File: config.mk
export PLATFORM = sky130hd
export DESIGN_NAME = arrt_cell
export DESIGN_NICKNAME = d
export VERILOG_FILES = /design/src/arrt_pkg.sv /design/src/arrt_cell.sv
export SDC_FILE = /design/constraint.sdc
export NUM_CORES = 1
export LEC_CHECK = 0
export BUFFER_PORTS_ARGS = -buffer_cell sky130_fd_sc_hd__clkbuf_2
export CAP_MARGIN = 20
export CORE_ASPECT_RATIO = 1.25
export CORE_UTILIZATION = 46
export CTS_BUF_LIST = sky130_fd_sc_hd__clkbuf_4
export DETAILED_ROUTE_END_ITERATION = 16
export PLACE_DENSITY = 0.72
export SYNTH_ARGS = -nofsm -noshare
export SYNTH_HDL_FRONTEND = slang
export SYNTH_SLANG_ARGS = --single-unit
File: constraint.sdc
create_clock -name aclk -period 10.2 [get_ports aclk]
set_input_delay 0.51 -clock aclk [delete_from_list [all_inputs] [get_ports aclk]]
set_output_delay 0.51 -clock aclk [all_outputs]
set_load 0.01 [all_outputs]
File: src/arrt_pkg.sv
// Shared types, constants and helpers for the acknowledgement retry tracking table.
`default_nettype none
package arrt_pkg;

    localparam int ARRT_ENTRIES   = 16;
    localparam int ARRT_KEY_BITS  = 64;
    localparam int ARRT_KEY_FIELD = 64;
    localparam int ARRT_TIME_W    = 32;
    localparam int ARRT_COUNT_W   = 8;
    localparam int ARRT_CMD_W     = 2;
    localparam int ARRT_S_DATA_W  = 104;
    localparam int ARRT_M_DATA_W  = 16;
    localparam int ARRT_CFG_IDX_W = 8;
    localparam int ARRT_CFG_DAT_W = 32;

    localparam logic [31:0] ARRT_TIMEOUT_RST = 32'd1000;
    localparam logic [7:0]  ARRT_MAX_RST     = 8'd3;

    localparam logic [ARRT_CMD_W-1:0] CMD_TRACK = 2'd0;
    localparam logic [ARRT_CMD_W-1:0] CMD_RETRY = 2'd1;
    localparam logic [ARRT_CMD_W-1:0] CMD_CLEAR = 2'd2;

    localparam logic [ARRT_CFG_IDX_W-1:0] REG_RETRY_TIMEOUT = 8'd0;
    localparam logic [ARRT_CFG_IDX_W-1:0] REG_RETRY_LIMIT   = 8'd1;

    typedef struct packed {
        logic                    valid;
        logic [ARRT_CMD_W-1:0]   cmd;
        logic [ARRT_TIME_W-1:0]  now;
        logic                    hit;
        logic                    retry;
        logic                    free_found;
        logic [ARRT_COUNT_W-1:0] count;
    } arrt_tok_t;

    typedef struct packed {
        logic                   en;
        logic [ARRT_TIME_W-1:0] now;
    } arrt_alloc_t;

    function automatic logic [ARRT_COUNT_W-1:0] arrt_bump(input logic [ARRT_COUNT_W-1:0] c);
        arrt_bump = (c == '1) ? c : c + 1'b1;
    endfunction

endpackage
`default_nettype wire

File: src/arrt_cell.sv
// One table entry that checks and updates itself as the lookup item passes through.
`default_nettype none
module arrt_cell import arrt_pkg::*; #(
    parameter int KEY_BITS   = ARRT_KEY_BITS,
    parameter int IDX_W      = 4,
    parameter int CELL_INDEX = 0
) (
    input  wire logic                    aclk,
    input  wire logic                    aresetn,
    input  wire arrt_tok_t               tok_in,
    input  wire logic [KEY_BITS-1:0]     key_in,
    input  wire logic [IDX_W-1:0]        free_idx_in,
    output arrt_tok_t                    tok_out,
    output logic [KEY_BITS-1:0]          key_out,
    output logic [IDX_W-1:0]             free_idx_out,
    input  wire logic [ARRT_TIME_W-1:0]  retry_timeout,
    input  wire logic [ARRT_COUNT_W-1:0] retry_limit,
    input  wire arrt_alloc_t             alloc,
    input  wire logic [IDX_W-1:0]        alloc_idx,
    input  wire logic [KEY_BITS-1:0]     alloc_key
);

    localparam logic [IDX_W-1:0] MY_IDX = IDX_W'(CELL_INDEX);

    logic                    valid_reg, valid_next;
    logic [KEY_BITS-1:0]     ekey_reg, ekey_next;
    logic [ARRT_TIME_W-1:0]  etime_reg, etime_next;
    logic [ARRT_COUNT_W-1:0] eatt_reg, eatt_next;
    arrt_tok_t               tok_reg, tok_next;
    logic [KEY_BITS-1:0]     key_reg, key_next;
    logic [IDX_W-1:0]        idx_reg, idx_next;
    logic                    hit;
    logic                    grant;
    logic [ARRT_TIME_W-1:0]  elapsed;

    always_comb begin
        valid_next = valid_reg;
        ekey_next  = ekey_reg;
        etime_next = etime_reg;
        eatt_next  = eatt_reg;
        tok_next   = tok_in;
        key_next   = key_in;
        idx_next   = free_idx_in;
        elapsed    = tok_in.now - etime_reg;
        grant      = (elapsed >= retry_timeout) && (eatt_reg <= retry_limit);
        hit        = tok_in.valid && !tok_in.hit && valid_reg && (ekey_reg == key_in);
        if (hit) begin
            case (tok_in.cmd)
                CMD_TRACK: begin
                    etime_next     = tok_in.now;
                    eatt_next      = arrt_bump(eatt_reg);
                    tok_next.hit   = 1'b1;
                    tok_next.count = arrt_bump(eatt_reg);
                end
                CMD_RETRY: begin
                    tok_next.hit   = 1'b1;
                    tok_next.retry = grant;
                    tok_next.count = grant ? arrt_bump(eatt_reg) : eatt_reg;
                    if (grant) begin
                        etime_next = tok_in.now;
                        eatt_next  = arrt_bump(eatt_reg);
                    end
                end
                CMD_CLEAR: begin
                    valid_next     = 1'b0;
                    tok_next.hit   = 1'b1;
                    tok_next.count = '0;
                end
                default: begin
                end
            endcase
        end
        if (tok_in.valid && !valid_reg && !tok_in.free_found) begin
            tok_next.free_found = 1'b1;
            idx_next            = MY_IDX;
        end
        if (alloc.en && (alloc_idx == MY_IDX)) begin
            valid_next = 1'b1;
            ekey_next  = alloc_key;
            etime_next = alloc.now;
            eatt_next  = ARRT_COUNT_W'(1);
        end
    end

    always_ff @(posedge aclk) begin
        if (!aresetn) begin
            valid_reg <= 1'b0;
            tok_reg   <= '0;
        end else begin
            valid_reg <= valid_next;
            tok_reg   <= tok_next;
        end
    end

    always_ff @(posedge aclk) begin
        ekey_reg  <= ekey_next;
        etime_reg <= etime_next;
        eatt_reg  <= eatt_next;
        key_reg   <= key_next;
        idx_reg   <= idx_next;
    end

    assign tok_out      = tok_reg;
    assign key_out      = key_reg;
    assign free_idx_out = idx_reg;

endmodule
`default_nettype wire

## Word level (Yosys, flattened, before mapping)

Cells that the tools add are included.

- Bits in registers: 219
- Output and inout port bits: 114
- Logic and storage cells: 58
- Input port bits: 257

- Reduce and logical (&&, ||, !) cells: 20
- Equal/unequal tests: 5
- $lt $le $gt $ge: 2
- Add/sub/neg operators: 2
- Mux-type cells: 16

Operators by type and width:

| operator | count |
|---|---|
| 2-to-1 mux 32 bit | 3 |
| equality test 64 bit | 1 |
| one-hot mux 32 bit (2 select lines) | 1 |
| greater-or-equal comparator 32 bit | 1 |
| subtractor 32 bit | 1 |
| 2-to-1 mux 8 bit | 3 |
| one-hot mux 8 bit (3 select lines) | 1 |
| one-hot mux 8 bit (2 select lines) | 1 |
| adder 8 x 1 -> 8 bit, second input constant | 1 |
| equality test 8 bit, second input constant | 1 |
| less-or-equal comparator 8 bit | 1 |
| logical AND 1 bit | 7 |
| 2-to-1 mux 1 bit | 6 |
| nonzero test 2 bit | 3 |
| logical NOT 4 bit | 1 |
| AND reduction 2 bit | 2 |
| logical NOT 1 bit | 3 |
| inequality test 3 bit, second input constant | 1 |
| AND reduction 3 bit | 1 |
| nonzero test 3 bit | 1 |
| OR reduction 3 bit | 1 |
| equality test 2 x 1 -> 1 bit, second input constant | 1 |
| equality test 2 bit, second input constant | 1 |
| logical NOT 2 bit | 1 |
| 2-to-1 mux 2 bit | 1 |

## Logic depth before layout (Yosys ltp)

Gate-level depths: netlist of the first run.

- Depth after elaboration: 7
- Gate-level depth with buffers: 25
- Depth with buffers taken out: 23

## Worst setup path after synthesis of the first run

No wires, ideal clock.

- Path type: input-to-reg
- Start point: input port tok_in[11] (netlist bit)
- End point: register etime_reg[0] (enable)
- Required time: 9.806 ns
- Slack: 4.664 ns
- Path buffers: 1
- Data arrival time: 5.142 ns
- Stages: 20
- Setup time: 0.394 ns
- Cells stage by stage: inv_1 > ha_1 > inv_1 > fa_1 > a211oi_1 > nor3_1 > o21ai_0 > nand2_1 > a2111o_1 > o21ai_1 > o211a_1 > nor2_1 > xor2_1 > ha_1 > nand4_1 > or4_1 > or3_1 > buf_2 > a31o_2 > nand2b_1

- Cells in the longest elaborated chain, start to end: 5

RTL lines:

| item | line | text |
|---|---|---|
| start: declaration | arrt_cell.sv:10 | `input wire arrt_tok_t tok_in,` |
| subtractor 32 bit | arrt_cell.sv:44 | `elapsed = tok_in.now - etime_reg;` |
| greater-or-equal comparator 32 bit | arrt_cell.sv:45 | `grant = (elapsed >= retry_timeout) && (eatt_reg <= retry_limit);` |
| logical AND 1 bit | arrt_cell.sv:45 |  |
| inequality test 3 bit (no source line) | n/a |  |
| AND reduction 3 bit (no source line) | n/a |  |
| end signal: assignment | arrt_cell.sv:97 | `etime_reg <= etime_next;` |
| end: declaration | arrt_cell.sv:27 | `logic [ARRT_TIME_W-1:0] etime_reg, etime_next;` |

No other way between the ends.
A chain may end at the register's enable or synchronous reset.

## Worst setup path in the final report of the first run

- Start point: register etime_reg[0]
- End point: register etime_reg[3] (enable)

- Cells in the longest elaborated chain, start to end: 5

RTL lines:

| item | line |
|---|---|
| subtractor 32 bit | arrt_cell.sv:44 |
| greater-or-equal comparator 32 bit | arrt_cell.sv:45 |
| logical AND 1 bit | arrt_cell.sv:45 |
| inequality test 3 bit (no source line) | n/a |
| AND reduction 3 bit (no source line) | n/a |

No other way between the ends.

==> results of run 1 <==
==> cells by family (layout without fill, tap and decap cells) <==
| kind of cell | Yosys count | after routing | share of synthesized area, % |
|---|---|---|---|
| AOI/OAI and AO/OA | 146 | 146 | 9.52 |
| xor gates and xnor gates | 93 | 93 | 8.06 |
| adders and majority gates | 73 | 73 | 9.11 |
| buffers and inverters | 100 | 686 | 3.73 |
| DFF | 219 | 219 | 52.9 |
| muxes | 38 | 38 | 4.15 |
| other | 0 | 3 | 0 |
| and+or+nand+nor | 229 | 229 | 12.6 |
==> critical path, cell delays in order, from the launching register on <==
cell	delay, ns
edfxtp_1	0.33
ha_1	0.15
inv_1	0.05
fa_1	0.41
a211oi_1	0.30
nor3_1	0.12
o21ai_0	0.17
nand2_1	0.14
a2111o_1	0.47
o21ai_1	0.18
o211a_1	0.22
nor2_1	0.07
xor2_1	0.15
ha_1	0.28
nand4_1	0.13
or4_1	0.58
or3_1	0.43
a31o_2	0.33
nand2b_1	0.07
buf_4	0.39
==> synthesized netlist by cell type, types with 3 or more instances <==
master,instances
edfxtp_1,96
nor2_1,35
nor4b_1,4
nand2_1,41
nand4_1,17
mux2_2,31
xor2_1,55
xnor2_1,38
a21o_1,27
and3_1,8
and2_1,35
o2111ai_1,3
clkbuf_1,11
o31ai_1,3
a211oi_1,6
or4_1,4
o21ai_0,22
a21oi_1,41
o211ai_1,6
a31oi_1,5
nand3_1,15
or3_1,6
mux2i_1,7
nor3_1,12
inv_1,85
nor4_1,19
nand2b_1,4
nor2b_1,10
dfxtp_1,123
ha_1,72
o21bai_1,5
buf_1,3
o21a_1,11
==> final cells by class <==
| class | count | share of cell area [%] |
|---|---|---|
| Antenna cell | 3 | 0.0526 |
| Sequential cell | 219 | 37.5 |
| Inverter | 85 | 2.24 |
| Timing Repair Buffer | 499 | 22.0 |
| Multi-Input combinational cell | 579 | 30.7 |
| Clock buffer | 81 | 4.26 |
| Tap cell | 279 | 2.45 |
| Clock inverter | 21 | 0.815 |
==> timing repair <==
action	CTS	global route
endpoints found under the setup margin	0	0
resized for setup	0	0
hold buffers	126	1
endpoints found under the hold margin	126	1
==> where the power goes <==
group	internal [mW]	leakage (nW)	switching, mW	total [mW]
registers	0.947	1.90	0.0107	0.958
clock network	0.392	0.427	0.379	0.771
logic	0.163	4.41	0.166	0.330
total	1.50	6.73	0.557	2.06
==> stage by stage <==
stage / util (%) / instances / total power [mW]
after global placement: 56.9 / 1534 / 1.25
final: 66.2 / 1766 / 2.06
after global routing: 66.2 / 1766 / 2.15
after floorplan: - / 898 / 1.13
after CTS: 66.2 / 1762 / 2.05
after detailed placement: 56.9 / 1534 / 1.26
==> cell usage in the layout (no fill, tap or decap), types with 4 or more instances in the layout <==
| cell | count |
|---|---|
| nor4b_1 | 4 |
| nor3_1 | 12 |
| nand3_1 | 15 |
| nor2b_1 | 10 |
| xor2_1 | 55 |
| o21a_1 | 11 |
| clkinv_1 | 15 |
| or3_1 | 6 |
| a21o_1 | 27 |
| a21oi_1 | 41 |
| mux2i_1 | 7 |
| ha_1 | 72 |
| clkbuf_4 | 81 |
| nor2_1 | 35 |
| or4_1 | 4 |
| a211oi_1 | 6 |
| nand2_1 | 41 |
| o211ai_1 | 6 |
| nor4_1 | 19 |
| o21ai_0 | 22 |
| nand4_1 | 17 |
| mux2_2 | 31 |
| dlygate4sd3_1 | 127 |
| and2_1 | 34 |
| xnor2_1 | 38 |
| a31oi_1 | 5 |
| inv_1 | 85 |
| o21bai_1 | 5 |
| edfxtp_1 | 96 |
| and3_1 | 8 |
| clkbuf_2 | 370 |
| dfxtp_1 | 123 |
| nand2b_1 | 4 |
==> layer usage <==
metal / vias to the layer above / share of wire [%] / global-route usage, %
li1: 4311 / - / -
met5: - / 0.083 / 0
met4: 4 / 4.3 / 14.0
met1: 4142 / 36 / 28.9
met2: 463 / 51 / 52.4
met3: 88 / 8.3 / 7.72
==> how the worst min path moves through the flow <==
stage / startpoint / to / slack (ns) / cells after the start
after global routing: alloc_key[23] / ekey_reg[23] / 0.003 / 1
final: free_idx_in[3] / free_idx_out[3] / 0.07 / 2
after global placement: eatt_reg[4] / eatt_reg[4] / 0.53 / 2
after CTS: tok_in[7] / tok_out[7] / 0.01 / 3
after floorplan: eatt_reg[4] / eatt_reg[4] / 0.47 / 2
after detailed placement: eatt_reg[4] / eatt_reg[4] / 0.52 / 2
==> impl_metrics.yaml, run 1 <==
status:
  run_status: "completed"
synth:
  synth-async-reset-ratio_pct: 0
  synth-edff-count: 96
  synth_top_area_cell: "edfxtp_1"
  yosys_warnings: 0
  synth_area_leaders: "edfxtp_1 (29%), dfxtp_1 (24%), ha_1 (8.9%)"
  syn_avg_cell_area_um2: 11.3
  synth_top_area_share_pct: 28.5
  syn_nets: 1228
  synthDistinctLibCells: 62
  synthesis.instances: 898
  ys_seq_elements: 219
  yosysSeqAreaShare_pct: 52.9
  ys.flop_type: "dfxtp_1"
  syn_area_um2: 10100
critical_path:
  path_class: "reg -> reg"
  reg2reg_to: "etime_reg[3]"
  regToRegSetupSlack_ns: 4.81
  worstPathMaxFanout: 32
  cp.required_ns: 10.48
  r2r-start: "etime_reg[0]"
  endpoint_kind: "flop"
  reg2regPathDepth: 19
  crit_start: "etime_reg[0]"
  startpoint_type: "flop"
  crit_end: "etime_reg[3]"
  cp.arrival_ns: 5.67
global_route:
  grt_pass1_vias: 9473
  grt_use_total_pct: 28.3
  grt_max_degree: 55
  antenna_found_initial: 5
  grt_pass1_wl_mm: 48.4
  overflow: 0
floorplanning:
  io_pins: 371
  die_area_um2: 22600
  die_w_um: 135
  coreArea_um2: 21500
  rows: 60
  initial_core_util_pct: 46.9
  dieHeight_um: 168
final_layout:
  layout.nets: 1768
  multi_input_area_um2: 4390
  fillers: 1629
  seqCellArea_um2: 5350
  syn_to_final_growth_pct: 41.2
  layout-drive-gt1-share_pct: 33.6
  final_area_um2: 14300
clock_network:
  cts_setup_buffers: 0
  root_buffer: "clkbuf_4"
  cts_buffer_depth: 3
  cts.sink_count: 219
  worstSkewPairLatency_ns: 0.68
  path_clk_slew_ns: 0.08
  htreeDepth: 2
  cts_tree: "built"
  cts_buffers: 54
sta:
  grt_setup_unrepaired: "no"
  fin_tns_setup_ns: 0
  setup_viol: 0
  fin_crit_sh_pct: 52.8
  tightest_slew_ns: 1.07
  hold_viol: 0
  fin_ws_ns: 4.81
  slew_violations: 0
  max_freq_ghz: 0.186
  slew_headroom_pct: 28.4
  holdWs_ns: 0.0702
  fin_crit_ns: 5.39
  fin_skew_ns: 0.0427
pwr:
  p_per_area_nw_per_um2: 144
  leakagePower_nw: 6.73
  peakVddDrop_v: 0.000129
worst_hold_path:
  hp-class: "in -> reg"
placement:
  numPortBuffers: 370
  placed_area_um2: 12300
  gp_congestion: 0.898
  place_ws_ns: 4.36
  dp_hpwl_mm: 23.0
routing:
  vias_per_cell: 5.10
  drc: 0
  final_antenna_net_count: 0
  vias: 9008
  drtPass1Iterations: 5
  drtIter0Drc: 395
  wl_per_cell_um: 18.4
  wl_mm: 32.5
job:
  max_cap_viol_count: 0
Note: power is estimated with default switching activity, not from simulation.
==> run 2, diff against run 1 <==
--- a/config.mk
+++ b/config.mk
@@ -11,7 +11,7 @@
 export CORE_UTILIZATION = 46
 export CTS_BUF_LIST = sky130_fd_sc_hd__clkbuf_4
 export DETAILED_ROUTE_END_ITERATION = 16
-export PLACE_DENSITY = 0.72
+export PLACE_DENSITY = 0.75
 export SYNTH_ARGS = -nofsm -noshare
 export SYNTH_HDL_FRONTEND = slang
 export SYNTH_SLANG_ARGS = --single-unit
==> constraint.sdc (replaced) <==
create_clock -name aclk -period 4.6 [get_ports aclk]
set_input_delay 0.23 -clock aclk [delete_from_list [all_inputs] [get_ports aclk]]
set_output_delay 0.23 -clock aclk [all_outputs]
set_load 0.01 [all_outputs]
==> impl_metrics.yaml, run 2 (synthesized netlist as in run 1, its figures left out) <==
status:
  run_status: "complete, but fails checks"
  violations: "setup timing"
global_route:
  grt_max_degree: 77
  antenna_found_initial: 2
  grt_use_total_pct: 32.5
  grt_pass1_vias: 10612
  grt_pass1_wl_mm: 55.5
  overflow: 0
placement:
  place_ws_ns: -0.299
  placed_area_um2: 12600
  gp_congestion: 0.915
  numPortBuffers: 370
  placed_cells: 1577
  dp_hpwl_mm: 23.5
critical_path:
  reg2regPathDepth: 17
  slowest_stage: "or4_4"
  cp_num_cells: 17
  cp.required_ns: 4.97
  endpoint_kind: "flop"
  path_cells: "inv_1 -> ha_2 -> a21oi_2 -> o21ai_0 -> a311o_1 -> nand2_1 -> a31oi_1 -> a211oi_1 -> a21oi_1 -> xnor2_1 -> ha_1 -> nand4_1 -> or4_4 -> or3_4 -> a31o_4 -> nand2b_4 -> bufbuf_16"
  startpoint_type: "flop"
  cp.arrival_ns: 5.07
  crit_buf_inv: 2
  path_delay_family: "compound AO/OA/AOI/OAI gates"
  worstPathMaxFanout: 8
  path_class: "reg -> reg"
  slowest_delay_ns: 0.56
final_layout:
  seqCellArea_um2: 5350
  final_area_um2: 15800
  mostFrequentLayoutCells: "clkbuf_2 (370), dlygate4sd3_1 (218), dfxtp_1 (123)"
  layout-drive-gt1-share_pct: 35.4
  final_core_utilization_pct: 73.2
  fillers: 1382
  final_common_cell: "clkbuf_2"
  layout.nets: 1917
  final_cells: 1912
  syn_to_final_growth_pct: 56.0
  multi_input_area_um2: 4480
floorplanning:
  die_area_um2: 22600
  coreArea_um2: 21500
  die_w_um: 135
  io_pins: 371
  dieHeight_um: 168
  initial_core_util_pct: 46.9
  rows: 60
pwr:
  leakagePower_nw: 7.44
  p_per_area_nw_per_um2: 301
  fin_total_pwr_mw: 4.75
  peakVddDrop_v: 0.000235
sta:
  holdWs_ns: 0.220
  slew_violations: 0
  fin_crit_sh_pct: 102
  fin_tns_setup_ns: -1.42
  hold_viol: 0
  setup_viol: 22
  grt_setup_unrepaired: "yes"
  max_freq_ghz: 0.213
  fin_crit_ns: 4.69
  fin_ws_ns: -0.0942
  fin_skew_ns: 0.0598
  slew_headroom_pct: 29.6
  tightest_slew_ns: 1.06
routing:
  wl_mm: 36.9
  dr.max_layer_used: "met4"
  vias: 9857
  final_antenna_net_count: 0
  wl_met2_mm: 18.6
  vias_per_cell: 5.16
  wl_met3_mm: 3.43
  wl_per_cell_um: 19.3
  drtPass1Iterations: 4
  drt-met1-wl_mm: 12.6
  drc: 0
  drtIter0Drc: 461
clock_network:
  cts_buffer_depth: 3
  worstSkewPairLatency_ns: 0.70
  root_buffer: "clkbuf_4"
  htreeDepth: 2
  path_clk_slew_ns: 0.10
  cts.sink_count: 219
  cts_buffers: 53
  cts_tree: "built"
worst_hold_path:
  hp-class: "in -> reg"
  holdPathStages: 2
job:
  max_cap_viol_count: 0
run 2: path summary, 6_finish.rpt:
kind | to | start | slack (ns)
min reg2reg | eatt_reg[4] | eatt_reg[4] | 0.55
max | etime_reg[15] | etime_reg[12] | -0.09
min | key_out[10] | key_in[10] | 0.22
max reg2reg | etime_reg[15] | etime_reg[12] | -0.09
run 2: power by group:
group / leakage (nW) / switching [mW] / total, mW / internal [mW]
combinational: 5.11 / 0.415 / 0.881 / 0.466
sequential: 1.90 / 0.0275 / 2.13 / 2.10
clock: 0.431 / 0.847 / 1.74 / 0.892
total: 7.44 / 1.29 / 4.75 / 3.46
run 2: worst register-to-register path, stage by stage, from the launching register on:
cell and delay (ns):
edfxtp_1 0.38, inv_1 0.07, ha_2 0.30, a21oi_2 0.17
o21ai_0 0.16, a311o_1 0.41, nand2_1 0.13, a31oi_1 0.12
a211oi_1 0.35, a21oi_1 0.13, xnor2_1 0.15, ha_1 0.31
nand4_1 0.13, or4_4 0.56, or3_4 0.37, a31o_4 0.27
nand2b_4 0.09, bufbuf_16 0.29
run 2: cell type report:
| cell class | instances | share of cell area (%) |
|---|---|---|
| flip-flops and latches | 219 | 33.9 |
| clock buffers | 84 | 4.00 |
| multi-input cells | 579 | 28.4 |
| clock inverters | 15 | 0.627 |
| repair buffers | 649 | 28.8 |
| diodes | 2 | 0.0317 |
| well taps | 279 | 2.21 |
| inverters | 85 | 2.02 |
run 2: what timing repair did:
item / in CTS / in global routing
gates cloned: 2 / 0
endpoints found under the hold margin: 210 / 0
pin swaps: 1 / 3
hold buffers: 218 / 0
setup buffers: 13 / 2
setup endpoints to repair: 41 / 49
gates resized for setup: 8 / 10
run 2: per-layer routing:
layer  vias up  GRT usage (%)
met2       556           59.0
met5         -              0
met3       132           9.84
met1      4561           32.1
li1       4608              -
met4         0           19.6
